## src/sv/cmhc_pkg.sv

```systemverilog
// Package: shared types and register codes for the charger mode hysteresis controller.
`timescale 1ns / 1ps

package cmhc_pkg;

    localparam int unsigned CfgIndexWidth = 3;
    localparam int unsigned CfgDataWidth  = 32;
    localparam int unsigned TimeWidth     = 32;
    localparam int unsigned LevelWidth    = 7;

    localparam logic [CfgIndexWidth-1:0] REG_DEBOUNCE_INTERVAL = 3'd0;
    localparam logic [CfgIndexWidth-1:0] REG_AUTO_ENABLE       = 3'd1;
    localparam logic [CfgIndexWidth-1:0] REG_OVERRIDE_MODE     = 3'd2;
    localparam logic [CfgIndexWidth-1:0] REG_RECHARGE_LEVEL    = 3'd3;
    localparam logic [CfgIndexWidth-1:0] REG_QUIET_LEVEL       = 3'd4;
    localparam logic [CfgIndexWidth-1:0] REG_DWELL_INTERVAL    = 3'd5;

    localparam logic [TimeWidth-1:0]  DEBOUNCE_RESET = 32'd5000;
    localparam logic                  AUTO_RESET     = 1'b1;
    localparam logic                  OVERRIDE_RESET = 1'b0;
    localparam logic [LevelWidth-1:0] RECHARGE_RESET = 7'd50;
    localparam logic [LevelWidth-1:0] QUIET_RESET    = 7'd90;
    localparam logic [TimeWidth-1:0]  DWELL_RESET    = 32'd300000;

    localparam logic MODE_CHARGE = 1'b0;
    localparam logic MODE_QUIET  = 1'b1;

    typedef struct packed {
        logic [TimeWidth-1:0]  debounce_interval;
        logic                  auto_enable;
        logic                  override_mode;
        logic [LevelWidth-1:0] recharge_level;
        logic [LevelWidth-1:0] quiet_level;
        logic [TimeWidth-1:0]  dwell_interval;
    } cfg_t;

    typedef struct packed {
        logic [TimeWidth-1:0]  time_now;
        logic                  reading_valid;
        logic                  grid_seen;
        logic                  fault_seen;
        logic [LevelWidth-1:0] charge_level;
    } item_t;

endpackage

```

## src/sv/charger_mode_hysteresis_controller.sv

```systemverilog
// Top level: input register, controller core and result register of the charger mode controller.
//
//  channel   direction  handshake           payload
//  s_*       in         s_valid / s_ready   time_now, reading_valid, grid_seen, fault_seen,
//                                           charge_level
//  m_*       out        m_valid / m_ready   charger_mode
//  cfg_*     in         cfg_we (no wait)    cfg_index, cfg_wdata
//
// One beat per cycle while m_ready takes each result; a beat passes the input register, then the result register.
// The mode and debounce state update in the same cycle the result is registered,
// so the next beat sees it with no bubble.
// Synchronous active-low reset clears state, valids and config registers to defaults; the data registers are not reset.
// A stalled result holds its register; the input register fills behind it, then
// s_ready drops until m_ready frees the result slot.
`timescale 1ns / 1ps

module charger_mode_hysteresis_controller (
    input  logic                                aclk,
    input  logic                                aresetn,
    input  logic                                s_valid,
    output logic                                s_ready,
    input  logic [cmhc_pkg::TimeWidth-1:0]      s_time_now,
    input  logic                                s_reading_valid,
    input  logic                                s_grid_seen,
    input  logic                                s_fault_seen,
    input  logic [cmhc_pkg::LevelWidth-1:0]     s_charge_level,
    output logic                                m_valid,
    input  logic                                m_ready,
    output logic                                m_charger_mode,
    input  logic                                cfg_we,
    input  logic [cmhc_pkg::CfgIndexWidth-1:0]  cfg_index,
    input  logic [cmhc_pkg::CfgDataWidth-1:0]   cfg_wdata
);

    cmhc_pkg::cfg_t  cfg;
    cmhc_pkg::item_t item_reg;
    logic            in_valid_reg;
    logic            m_valid_reg;
    logic            m_charger_mode_reg;
    logic            mode_next;
    logic            advance;

    assign advance = in_valid_reg && (!m_valid_reg || m_ready);
    assign s_ready = !in_valid_reg || advance;

    cmhc_cfg_regs u_cfg_regs (
        .aclk      (aclk),
        .aresetn   (aresetn),
        .cfg_we    (cfg_we),
        .cfg_index (cfg_index),
        .cfg_wdata (cfg_wdata),
        .cfg       (cfg)
    );

    cmhc_core u_core (
        .aclk      (aclk),
        .aresetn   (aresetn),
        .step      (advance),
        .item      (item_reg),
        .cfg       (cfg),
        .mode_next (mode_next)
    );

    always_ff @(posedge aclk) begin
        if (!aresetn) begin
            in_valid_reg <= 1'b0;
            m_valid_reg  <= 1'b0;
        end else begin
            if (s_ready) begin
                in_valid_reg <= s_valid;
            end
            if (advance) begin
                m_valid_reg <= 1'b1;
            end else if (m_ready) begin
                m_valid_reg <= 1'b0;
            end
        end
    end

    always_ff @(posedge aclk) begin
        if (s_valid && s_ready) begin
            item_reg.time_now      <= s_time_now;
            item_reg.reading_valid <= s_reading_valid;
            item_reg.grid_seen     <= s_grid_seen;
            item_reg.fault_seen    <= s_fault_seen;
            item_reg.charge_level  <= s_charge_level;
        end
        if (advance) begin
            m_charger_mode_reg <= mode_next;
        end
    end

    assign m_valid        = m_valid_reg;
    assign m_charger_mode = m_charger_mode_reg;

endmodule

```

## src/sv/cmhc_cfg_regs.sv

```systemverilog
// Configuration register file for the charger mode hysteresis controller.
`timescale 1ns / 1ps

module cmhc_cfg_regs (
    input  logic                                aclk,
    input  logic                                aresetn,
    input  logic                                cfg_we,
    input  logic [cmhc_pkg::CfgIndexWidth-1:0]  cfg_index,
    input  logic [cmhc_pkg::CfgDataWidth-1:0]   cfg_wdata,
    output cmhc_pkg::cfg_t                      cfg
);

    cmhc_pkg::cfg_t cfg_reg;
    cmhc_pkg::cfg_t cfg_next;

    always_comb begin
        cfg_next = cfg_reg;
        if (cfg_we) begin
            case (cfg_index)
                cmhc_pkg::REG_DEBOUNCE_INTERVAL: cfg_next.debounce_interval = cfg_wdata;
                cmhc_pkg::REG_AUTO_ENABLE:       cfg_next.auto_enable       = cfg_wdata[0];
                cmhc_pkg::REG_OVERRIDE_MODE:     cfg_next.override_mode     = cfg_wdata[0];
                cmhc_pkg::REG_RECHARGE_LEVEL:
                    cfg_next.recharge_level = cfg_wdata[cmhc_pkg::LevelWidth-1:0];
                cmhc_pkg::REG_QUIET_LEVEL:
                    cfg_next.quiet_level = cfg_wdata[cmhc_pkg::LevelWidth-1:0];
                cmhc_pkg::REG_DWELL_INTERVAL:    cfg_next.dwell_interval    = cfg_wdata;
                default: ;
            endcase
        end
    end

    always_ff @(posedge aclk) begin
        if (!aresetn) begin
            cfg_reg.debounce_interval <= cmhc_pkg::DEBOUNCE_RESET;
            cfg_reg.auto_enable       <= cmhc_pkg::AUTO_RESET;
            cfg_reg.override_mode     <= cmhc_pkg::OVERRIDE_RESET;
            cfg_reg.recharge_level    <= cmhc_pkg::RECHARGE_RESET;
            cfg_reg.quiet_level       <= cmhc_pkg::QUIET_RESET;
            cfg_reg.dwell_interval    <= cmhc_pkg::DWELL_RESET;
        end else begin
            cfg_reg <= cfg_next;
        end
    end

    assign cfg = cfg_reg;

endmodule

```

## src/sv/cmhc_core.sv

```systemverilog
// Debouncer, mode hysteresis and dwell logic with the controller state registers.
`timescale 1ns / 1ps

module cmhc_core (
    input  logic            aclk,
    input  logic            aresetn,
    input  logic            step,
    input  cmhc_pkg::item_t item,
    input  cmhc_pkg::cfg_t  cfg,
    output logic            mode_next
);

    logic                               started_reg;
    logic                               has_switched_reg, has_switched_next;
    logic                               raw_grid_reg, raw_grid_next;
    logic                               filtered_grid_reg, filtered_grid_next;
    logic [cmhc_pkg::TimeWidth-1:0]     grid_change_time_reg, grid_change_time_next;
    logic [cmhc_pkg::TimeWidth-1:0]     switch_time_reg, switch_time_next;
    logic                               mode_reg;

    // state as seen by this beat (first beat seeds from the reading)
    logic                               eff_has_switched;
    logic                               eff_raw;
    logic                               eff_filtered;
    logic [cmhc_pkg::TimeWidth-1:0]     eff_gct;
    logic [cmhc_pkg::TimeWidth-1:0]     eff_switch_time;
    logic                               eff_mode;
    logic [cmhc_pkg::TimeWidth-1:0]     grid_age;
    logic [cmhc_pkg::TimeWidth-1:0]     dwell_age;
    logic                               target;

    always_comb begin
        if (started_reg) begin
            eff_has_switched = has_switched_reg;
            eff_raw          = raw_grid_reg;
            eff_filtered     = filtered_grid_reg;
            eff_gct          = grid_change_time_reg;
            eff_switch_time  = switch_time_reg;
            eff_mode         = mode_reg;
        end else begin
            eff_has_switched = 1'b0;
            eff_raw          = item.grid_seen;
            eff_filtered     = item.grid_seen;
            eff_gct          = item.time_now;
            eff_switch_time  = item.time_now;
            eff_mode         = cmhc_pkg::MODE_CHARGE;
        end

        raw_grid_next         = eff_raw;
        grid_change_time_next = eff_gct;
        if (item.reading_valid && (item.grid_seen != eff_raw)) begin
            raw_grid_next         = item.grid_seen;
            grid_change_time_next = item.time_now;
        end
        grid_age = item.time_now - grid_change_time_next;
        filtered_grid_next = eff_filtered;
        if (item.reading_valid && (grid_age >= cfg.debounce_interval)) begin
            filtered_grid_next = raw_grid_next;
        end

        dwell_age = item.time_now - eff_switch_time;
        target    = eff_mode;
        if (!cfg.auto_enable) begin
            target = cfg.override_mode;
        end else if (!item.reading_valid || item.fault_seen) begin
            target = cmhc_pkg::MODE_CHARGE;
        end else if (eff_mode == cmhc_pkg::MODE_QUIET) begin
            if (!filtered_grid_next || (item.charge_level <= cfg.recharge_level)) begin
                target = cmhc_pkg::MODE_CHARGE;
            end
        end else begin
            if (filtered_grid_next && (item.charge_level >= cfg.quiet_level) &&
                (!eff_has_switched || (dwell_age >= cfg.dwell_interval))) begin
                target = cmhc_pkg::MODE_QUIET;
            end
        end

        mode_next         = target;
        has_switched_next = eff_has_switched;
        switch_time_next  = eff_switch_time;
        if (target != eff_mode) begin
            has_switched_next = 1'b1;
            switch_time_next  = item.time_now;
        end
    end

    always_ff @(posedge aclk) begin
        if (!aresetn) begin
            started_reg          <= 1'b0;
            has_switched_reg     <= 1'b0;
            raw_grid_reg         <= 1'b0;
            filtered_grid_reg    <= 1'b0;
            grid_change_time_reg <= '0;
            switch_time_reg      <= '0;
            mode_reg             <= cmhc_pkg::MODE_CHARGE;
        end else if (step) begin
            started_reg          <= 1'b1;
            has_switched_reg     <= has_switched_next;
            raw_grid_reg         <= raw_grid_next;
            filtered_grid_reg    <= filtered_grid_next;
            grid_change_time_reg <= grid_change_time_next;
            switch_time_reg      <= switch_time_next;
            mode_reg             <= mode_next;
        end
    end

endmodule

```

## config.mk

```make
export PLATFORM = sky130hd
export DESIGN_NAME = charger_mode_hysteresis_controller
export DESIGN_NICKNAME = d
export VERILOG_FILES = /design/src/sv/cmhc_pkg.sv /design/src/sv/charger_mode_hysteresis_controller.sv /design/src/sv/cmhc_cfg_regs.sv /design/src/sv/cmhc_core.sv
export SDC_FILE = /design/constraint.sdc
export NUM_CORES = 1
export LEC_CHECK = 0
export ABC_AREA = 0
export BUFFER_PORTS_ARGS = -buffer_cell sky130_fd_sc_hd__buf_2
export CAP_MARGIN = 15
export CORE_MARGIN = 4
export CORE_UTILIZATION = 42
export CTS_BUF_LIST = sky130_fd_sc_hd__clkbuf_8
export CTS_CLUSTER_SIZE = 24
export DETAILED_ROUTE_END_ITERATION = 6
export HOLD_SLACK_MARGIN = 0.02
export MAX_ROUTING_LAYER = met4
export PLACE_DENSITY_LB_ADDON = 0.05
export SETUP_SLACK_MARGIN = 0.1
export SYNTH_ARGS = -nofsm -noshare
export SYNTH_HDL_FRONTEND = slang
export SYNTH_HIERARCHICAL = 1
export SYNTH_SLANG_ARGS = --single-unit
```

## constraint.sdc

```tcl
create_clock -name aclk -period 11.5 [get_ports aclk]
set_clock_uncertainty 0.2 [all_clocks]
set_input_delay 0.575 -clock aclk [delete_from_list [all_inputs] [get_ports aclk]]
set_output_delay 0.575 -clock aclk [all_outputs]
set_load 0.1 [all_outputs]
```

==> out/qor.csv, run 1 <==
stage,metric,value,unit
clock_network,clk sinks,194,
logic_synthesis,Post-Synthesis Net Count,1701,
place,"worst slack, placed",4.50,ns
layout,area of the multi-input gates,0.00815,mm^2
logic_synthesis,post-synthesis simple-gate area fraction,16.5,%
grt,number of global-route vias before repair,10100,
sta,Slew @ Worst Pin,1.06,ns
route,routed wire length,33800,um
layout,Fill cells,3036,
worst_setup_path,CP required,11.72,ns
die,die area,0.0341,mm^2
place,detailed placer's ending HPWL,25500,um
clock_network,"Reg clk slew, reported paths",0.10,ns
place,Port Buffers,84,
layout,most frequent cells in the layout,"nand2_1 (260), mux2i_1 (168), dfxtp_1 (150)",
sta,Period minus WS final,7.12,ns
layout,layout cells sized above 1,8.93,%
logic_synthesis,post-synthesis sequential area ratio,33.0,%
clock_network,Post CTS Setup Buffer Count,0,
sta,Final setup viols,0,
worst_setup_path,CP Max Fanout,32,
logic_synthesis,Main synth FF type,dfxtp_1,
logic_synthesis,count of cell types in the netlist,82,
sta,fin crit share,61.9,%
layout,number of flip-flops in the largest register,80,
layout,Final #Nets,1796,
worst_setup_path,WS Path Type,flop to flop,
layout,"leading cell type in the layout, fill and taps excluded",nand2_1,
worst_setup_path,Critical Path Sink Type,flop,
sta,worst setup margin,4.38,ns
place,Final GP Congestion,0.882,
die,Starting Density,42.7,%
logic_synthesis,post-synthesis average cell area,8.83,um^2
place,placed cell count,1916,
worst_setup_path,Startpoint Class,flop,
route,wire per inst,17.0,um
layout,FF+latch area,0.00432,mm^2
min_path,min-delay worst type,input port to flop,
route,Via Count,10300,
worst_setup_path,"Largest stage delay, worst path",0.59,ns
clock_network,CTS buffer count,17,
logic_synthesis,post-synthesis register bit count,194,
route,Via-to-Cell Ratio,5.21,
power_and_ir_drop,Power Density,121,mW/mm^2
logic_synthesis,Adder-Cell Fraction of Synth Area,13.2,%
logic_synthesis,post-synthesis mux area share,12.8,%
grt,largest net degree at the start of global routing,147,
die,number of I/O pins,85,
route,1st-iter DRT viols,461,
logic_synthesis,xor and xnor area share after synthesis,3.81,%
die,cell row count,64,
sta,Max Freq,141,MHz
clock_network,Clk Tree Root Cell,clkbuf_8,
grt,first-pass GRT wire length,53900,um
logic_synthesis,yosys warns,6,
grt,GRT Util Overall,20.8,%
route,DRT Pass-1 Iters,5,
sta,max-slew violations,0,
logic_synthesis,Synth async-reset ratio,0,%
flow_run,Max Cap Viol,0,
layout,antenna cells,0,
power_and_ir_drop,Leak,6.36,nW
logic_synthesis,largest family of logic cells by synthesized area,simple AND/OR/NAND/NOR gates,
sta,RSZ-0062 raised after global routing,no,
worst_setup_path,crit path DAT,7.34,ns
worst_setup_path,CP max-delay cell,dfxtp_2,
die,Die X,185,um
power_and_ir_drop,Total Power,0.00177,W
die,die span in y,185,um
sta,Slew HR,29.5,%
layout,final core occ,47.6,%
clock_network,clk_lat worst skew,0.50,ns
grt,initial antenna violation count,1,
sta,Fin. Hold Viols,0,
logic_synthesis,"EDFF count, synth",43,
layout,"non-filler cells, final",1986,
clock_network,CTS tree,yes,
power_and_ir_drop,VDD IR-drop max,0.0763,mV
logic_synthesis,Post-Syn Instances,1483,
layout,Layout Area Growth over Synthesis,11.5,%
grt,global route overflow,0,
route,Post-DRT Antenna Nets,0,
die,core area,0.0307,mm^2
logic_synthesis,Mapped Area,0.0131,mm^2
route,Residual DRC,0,
clock_network,CTS max path bufs,2,
clock_network,CTS H-tree depth,4,
sta,Setup TNS Final,0,ns
logic_synthesis,post-synthesis compound-gate area fraction,15.6,%
worst_setup_path,"most used cell, CP",ha_1,
status,run status,completed,
[Yosys cell counts, types with 11 or more instances]
| cell | n | area, um^2 |
|---|---|---|
| a21boi_0 | 17 | 128 |
| a21o_1 | 30 | 225 |
| a21oi_1 | 90 | 450 |
| buf_1 | 11 | 41.3 |
| clkbuf_1 | 32 | 120 |
| dfxtp_1 | 151 | 3020 |
| edfxtp_1 | 43 | 1290 |
| ha_1 | 135 | 1690 |
| inv_1 | 99 | 372 |
| mux2i_1 | 168 | 1680 |
| nand2_1 | 260 | 976 |
| nand3_1 | 16 | 80.1 |
| nor2_1 | 62 | 233 |
| nor2b_1 | 52 | 325 |
| nor3_1 | 17 | 85.1 |
| o211a_1 | 18 | 180 |
| o21a_1 | 13 | 97.6 |
| o21ai_0 | 41 | 205 |
| o21bai_1 | 12 | 90.1 |
| xnor2_1 | 36 | 315 |
| xor2_1 | 21 | 184 |
[worst max-delay path: cells and delay by family (launching register included)]
| kind | cells | cell delay, ns |
|---|---|---|
| AO/OA/AOI/OAI | 11 | 2.03 |
| AND/OR/NAND/NOR | 5 | 1.59 |
| buffers and inverters | 4 | 1.14 |
| adder cells (fa/ha/maj) | 3 | 0.80 |
| flip-flops | 1 | 0.59 |
| multiplexers | 2 | 0.47 |
| XOR/XNOR | 1 | 0.17 |
[report_power, final]
group          total, W  internal [W]  switching [W]
clock network  0.000448      0.000178       0.000270
logic          0.000567      0.000239       0.000328
registers      0.000753      0.000727      0.0000267
total           0.00177       0.00114       0.000624
[cell families (layout without fill, tap and decap cells)]
| family | count (synthesis) | after routing |
|---|---|---|
| muxes | 168 | 168 |
| AOI/OAI and AO/OA | 302 | 302 |
| adders and majority gates | 138 | 138 |
| buffers and inverters | 156 | 263 |
| DFF | 194 | 194 |
| xor gates and xnor gates | 57 | 57 |
| and+or+nand+nor | 468 | 468 |
[repair_timing]
action | 4_1_cts | 5_1_grt
hold buffers | 39 | 0
gates resized for setup | 0 | 0
hold endpoints to repair | 39 | 0
[metal layers]
| layer | up-vias | wire, um | global-route usage [%] |
|---|---|---|---|
| met1 | 4758 | 15600 | 25.4 |
| li1 | 5408 | - | - |
| met5 | - | 0 | - |
| met3 | 35 | 1000 | 3.71 |
| met4 | 0 | 919 | 6.89 |
| met2 | 148 | 16200 | 34.8 |
[path summary, 6_finish.rpt]
check                      from                         end  slack, ns  cells after the start
min               s_time_now[2]                item_reg[12]       0.09                      1
max reg2reg  u_core/started_reg  u_core/switch_time_reg[11]       4.38                     26
min reg2reg  u_cfg_regs/cfg[74]          u_cfg_regs/cfg[74]       0.26                      2
max          u_core/started_reg  u_core/switch_time_reg[11]       4.38                     26
[area by class of cell]
type                            instances  share of cell area (%)
Multi-Input combinational cell       1133                    55.8
Sequential cell                       194                    29.6
Timing Repair Buffer                  133                    6.11
Tap cell                              396                    3.40
Inverter                               99                    2.55
Clock buffer                           17                    1.60
Clock inverter                         14                   0.960
[metrics by stage]
step | cell area (um^2) | hold WS, ns
2_1_floorplan | 13100 | 0.234
3_3_place_gp | 13800 | 0.242
3_5_place_dp | 13800 | 0.247
4_1_cts | 14600 | 0.0395
5_1_grt | 14600 | 0.0394
6_report | 14600 | 0.0899
Power figures use the tool's default switching activity.
==> run 2: changes to the inputs <==
clock period = 5.95 ns   (was 11.5 ns; I/O delays follow)
==> run 2 against run 1 <==
The flow now finishes with violations (setup timing). Setup slack lost 4.4 ns. Utilization grew 7.5 points. Sequential power grew 93%. Sequential cell count is the same. Via count grew 9.9%. Final area grew 16%. Wire length grew 10%. Worst hold slack gained 0.11 ns.
==> out/qor.csv, run 2 (synthesized netlist as in run 1, its figures left out) <==
stage,metric,value,unit
status,run status,finished with violations,
status,failing checks,setup timing,
grt,GRT Util Overall,22.7,%
grt,global route overflow,0,
clock_network,CTS max path bufs,2,
worst_setup_path,r2r setup slk,-0.03,ns
clock_network,clk sinks,194,
grt,first-pass GRT wire length,59200,um
route,1st-iter DRT viols,525,
grt,largest net degree at the start of global routing,150,
layout,FF+latch area,0.00432,mm^2
route,DRT Pass-1 Iters,6,
power_and_ir_drop,Total Power,0.00378,W
layout,area of the multi-input gates,0.00859,mm^2
die,number of I/O pins,85,
sta,max-slew violations,0,
route,Via-to-Cell Ratio,5.19,
layout,most frequent cells in the layout,"nand2_1 (259), mux2i_1 (162), buf_4 (156)",
sta,RSZ-0062 raised after global routing,yes,
min_path,min-delay worst type,input port to flop,
layout,Layout Area Growth over Synthesis,29.1,%
sta,Final setup viols,14,
worst_setup_path,Worst Setup EP,u_core/switch_time_reg[13],
worst_setup_path,Critical Path Sink Type,flop,
route,Via Count,11400,
layout,Final #Nets,2002,
clock_network,CTS tree,yes,
layout,Fill cells,2862,
worst_setup_path,Startpoint Class,flop,
power_and_ir_drop,Leak,7.45,nW
sta,Slew HR,29.7,%
layout,antenna cells,0,
worst_setup_path,CP max-delay cell,edfxtp_1,
die,die span in y,185,um
sta,Period minus WS final,5.98,ns
place,Port Buffers,84,
worst_setup_path,r2r startpoint,item_reg[8],
route,Post-DRT Antenna Nets,0,
die,cell row count,64,
clock_network,CTS buffer count,17,
clock_network,clk_lat worst skew,0.51,ns
power_and_ir_drop,VDD IR-drop max,0.161,mV
place,detailed placer's ending HPWL,27000,um
route,routed wire length,37300,um
min_path,WHS Path Cells,2,
clock_network,CTS H-tree depth,4,
grt,initial antenna violation count,0,
die,core area,0.0307,mm^2
sta,fin crit share,101,%
place,Final GP Congestion,0.916,
sta,Setup TNS Final,-0.142,ns
layout,"leading cell type in the layout, fill and taps excluded",nand2_1,
layout,number of flip-flops in the largest register,80,
worst_setup_path,FF-to-FF path depth,27,
grt,M3 GR Usage,4.10,%
sta,worst setup margin,-0.0300,ns
sta,Fin. Hold Viols,0,
grt,GR Util met2,39.8,%
worst_setup_path,CP required,6.18,ns
die,die area,0.0341,mm^2
worst_setup_path,worst setup path start,item_reg[8],
sta,Slew @ Worst Pin,1.05,ns
worst_setup_path,capture point of the worst reg-to-reg path,u_core/switch_time_reg[13],
sta,Max Freq,167,MHz
clock_network,"Reg clk slew, reported paths",0.11,ns
flow_run,Max Cap Viol,0,
layout,layout cells sized above 1,20.6,%
route,Residual DRC,0,
die,Starting Density,42.7,%
place,"worst slack, placed",-0.431,ns
worst_setup_path,crit path DAT,6.21,ns
route,wire per inst,17.0,um
grt,grt peak-use layer,met2,
worst_setup_path,WS Path Type,flop to flop,
sta,WHS,0.196,ns
power_and_ir_drop,Power Density,224,mW/mm^2
grt,GRT met1 Usage,26.4,%
worst_setup_path,"Largest stage delay, worst path",0.47,ns
worst_setup_path,CP Max Fanout,6,
clock_network,Clk Tree Root Cell,clkbuf_8,
worst_setup_path,"most used cell, CP",buf_12,
grt,number of global-route vias before repair,11300,
die,Die X,185,um
-- run 2: cell types whose count changed in the layout (fill, tap and decap cells not counted), sizes merged --
cell         delta
dlygate4sd3    +42
clkbuf          +1
buf           +163
clkinv          +1
bufinv          -1
clkinvlp        +1
-- run 2: per-stage QoR --
| step | cell area [um^2] | utilization, % | std cells |
|---|---|---|---|
| floorplan | 13100 | - | 1483 |
| global placement | 14900 | 48.5 | 2049 |
| detailed placement | 14900 | 48.5 | 2049 |
| CTS | 16600 | 54.2 | 2185 |
| global route | 16900 | 55.1 | 2193 |
| finish | 16900 | 55.1 | 2193 |
-- run 2: layout make-up --
cell class | instances | share of cell area [%]
Tap cell | 396 | 2.93
Clock buffer | 17 | 1.38
Inverter | 99 | 2.20
Timing Repair Buffer | 339 | 16.1
Sequential cell | 194 | 25.6
Multi-Input combinational cell | 1133 | 50.9
Clock inverter | 15 | 0.933
-- run 2: power by group --
group	internal [W]	leakage (nW)	switching [W]
registers	0.00140	1.65	0.0000485
clock network	0.000319	0.199	0.000572
logic	0.000691	5.60	0.000744
-- run 2: worst max-delay path, delay by kind of cell, from the launching register on --
family / cells / cell delay (ns)
buf+inv: 7 / 0.95
xor+xnor: 1 / 0.19
mux: 3 / 0.58
simple gates: 4 / 0.72
fa+ha+maj: 2 / 0.50
compound gates: 10 / 2.27
flops: 1 / 0.47
-- run 2: per-layer routing --
metal / routed length, um / up-vias
li1: - / 5829
met1: 16200 / 5320
met4: 962 / 0
met2: 18900 / 174
met3: 1230 / 50
met5: 0 / -
-- run 2: worst min-delay path by stage --
stage,from,endpoint
after detailed placement,u_cfg_regs/cfg[24],u_cfg_regs/cfg[24]
after global placement,u_core/switch_time_reg[22],u_core/switch_time_reg[22]
after global routing,aresetn,u_cfg_regs/cfg[41]
after CTS,aresetn,u_cfg_regs/cfg[19]
after floorplan,s_charge_level[0],item_reg[0]
final,aresetn,m_valid
-- run 2: repair_timing --
item                       in CTS  in global routing
cloned                          3                  1
hold buffers                   81                  0
hold endpoints to repair      120                  0
buffers inserted               20                  7
pin swaps                      40                 31
gates resized for setup        61                 42
setup endpoints to repair      34                 35
==> run 3: changes to the inputs <==
clock period = 4.91 ns   (was 5.95 ns; I/O delays follow)
==> run 3 against run 2 <==
The run still ends with setup timing left. Register-to-register slack worse by 1.1 ns. Combinational power is 31% higher. Final area is 5.4% higher. Sequential power is 21% higher. Via count is 3.5% higher. Maximum frequency is 0.28% lower. Global-route usage is 0.089 points higher. Clock power is 20% higher. Wire length is 1.5% higher. Power is 24% higher. Non-clock buffer count is 124 higher. First-iteration DRC count is 10% higher. Critical path type unchanged. Critical endpoint is now u_core/switch_time_reg[21]. Largest cell class unchanged. Highest routed layer unchanged.
==> out/qor.csv, run 3 (synthesized netlist as in run 1, its figures left out) <==
stage,metric,value,unit
status,run status,finished with violations,
status,failing checks,setup timing,
grt,initial antenna violation count,1,
worst_setup_path,Critical Path Sink Type,flop,
layout,Final #Nets,2126,
place,detailed placer's ending HPWL,28300,um
worst_setup_path,CP Max Fanout,7,
worst_setup_path,Startpoint Class,flop,
die,core area,0.0307,mm^2
clock_network,clk sinks,194,
die,die span in y,185,um
place,"worst slack, placed",-1.20,ns
sta,Slew HR,28.6,%
route,wire per inst,16.3,um
worst_setup_path,capture point of the worst reg-to-reg path,u_core/switch_time_reg[21],
clock_network,Clk Tree Root Cell,clkbuf_8,
min_path,WHS Path Cells,2,
sta,max-slew violations,0,
sta,RSZ-0062 raised after global routing,yes,
die,Die X,185,um
route,Residual DRC,0,
worst_setup_path,FF-to-FF path depth,25,
layout,antenna cells,0,
route,Via-to-Cell Ratio,5.08,
sta,worst setup margin,-1.09,ns
grt,number of global-route vias before repair,11500,
clock_network,CTS max path bufs,2,
sta,Fin. Hold Viols,0,
route,1st-iter DRT viols,580,
layout,most frequent cells in the layout,"buf_4 (284), nand2_1 (258), mux2i_1 (156)",
route,DRT Pass-1 Iters,5,
route,Post-DRT Antenna Nets,0,
power_and_ir_drop,Leak,8.03,nW
sta,fin crit share,122,%
layout,number of flip-flops in the largest register,80,
min_path,hold path startpoint,aresetn,
power_and_ir_drop,Power Density,264,mW/mm^2
place,Port Buffers,84,
grt,first-pass GRT wire length,59500,um
route,routed wire length,37900,um
route,Via Count,11800,
die,Starting Density,42.7,%
worst_setup_path,r2r setup slk,-1.09,ns
clock_network,"Reg clk slew, reported paths",0.11,ns
flow_run,Max Cap Viol,0,
worst_setup_path,CP required,5.14,ns
die,cell row count,64,
sta,Slew @ Worst Pin,1.07,ns
worst_setup_path,WS Path Type,flop to flop,
sta,Final setup viols,36,
layout,layout cells sized above 1,26.1,%
power_and_ir_drop,VDD IR-drop max,0.190,mV
place,Final GP Congestion,0.884,
layout,"leading cell type in the layout, fill and taps excluded",buf_4,
grt,global route overflow,0,
sta,Setup TNS Final,-35.57,ns
min_path,Hold Path Sink,m_valid,
worst_setup_path,crit path DAT,6.22,ns
sta,Period minus WS final,6.00,ns
min_path,min-delay worst type,input port to flop,
worst_setup_path,r2r startpoint,item_reg[8],
sta,Max Freq,167,MHz
grt,largest net degree at the start of global routing,145,
grt,GRT Util Overall,22.8,%
clock_network,clk_lat worst skew,0.51,ns
clock_network,CTS H-tree depth,4,
layout,Layout Area Growth over Synthesis,36.1,%
clock_network,CTS tree,yes,
die,die area,0.0341,mm^2
die,number of I/O pins,85,
clock_network,CTS buffer count,17,
[run 3: layer usage]
metal	share of wire [%]	GRT usage, %	vias up
met5	0	-	-
met4	1.8	5.18	0
met3	2.1	2.98	28
met2	51	40.5	126
met1	45	27.6	5535
li1	-	-	6079
[run 3: worst max path at each step]
stage,to,slack (ns),startpoint,depth (start not counted)
2_1_floorplan,u_core/switch_time_reg[0],-0.78,item_reg[8],24
3_3_place_gp,u_core/switch_time_reg[4],-1.11,item_reg[9],26
3_5_place_dp,u_core/switch_time_reg[12],-1.20,item_reg[8],25
4_1_cts,u_core/switch_time_reg[12],-1.04,item_reg[8],27
5_1_grt,u_core/switch_time_reg[29],-1.32,item_reg[8],25
6_report,u_core/switch_time_reg[21],-1.09,item_reg[8],25
[run 3: power by group]
group	leakage, nW	total [W]	switching (W)	internal, W
registers	1.65	0.00175	0.0000503	0.00170
clock network	0.204	0.00107	0.000650	0.000421
logic	6.18	0.00188	0.000941	0.000936
[run 3: what timing repair did]
action	4_1_cts	5_1_grt
gates cloned	2	3
pin swaps	18	32
endpoints found under the hold margin	124	0
buffers inserted	20	14
hold buffers	81	0
gates resized for setup	29	67
endpoints found under the setup margin	36	36
[run 3: final cells by class]
type                    count  area, um^2
fillers                  2811       12900
multi-input cells        1133        8620
flip-flops and latches    194        4320
repair buffers            463        3630
well taps                 396         495
inverters                  99         374
clock buffers              17         234
clock inverters            15         149
[run 3: worst max-delay path: stages (launching register included)]
cell	delay, ns
edfxtp_1	0.46
xnor2_2	0.19
o21ai_4	0.28
buf_6	0.16
mux2i_1	0.07
ha_1	0.33
nand2_2	0.09
o41ai_4	0.39
o211ai_1	0.22
a21oi_4	0.25
o211ai_1	0.14
buf_4	0.18
buf_4	0.14
a211oi_4	0.24
ha_1	0.28
nand4_1	0.15
nor2_1	0.07
a22o_1	0.20
o32a_1	0.30
a41oi_2	0.24
mux2i_2	0.13
or3_4	0.36
a211oi_4	0.28
buf_12	0.20
buf_12	0.16
mux2i_1	0.21
[run 3: stage by stage]
step	hold WS, ns	utilization (%)	area (um^2)	std cells	total power [W]
after CTS	0.129	56.6	17400	2302	0.00467
after global placement	0.222	51.6	15800	2167	0.00345
after detailed placement	0.224	51.6	15800	2167	0.00346
after floorplan	0.144	-	13200	1483	0.00276
after global routing	0.162	58.1	17800	2317	0.00503
final	0.167	58.1	17800	2317	0.00470
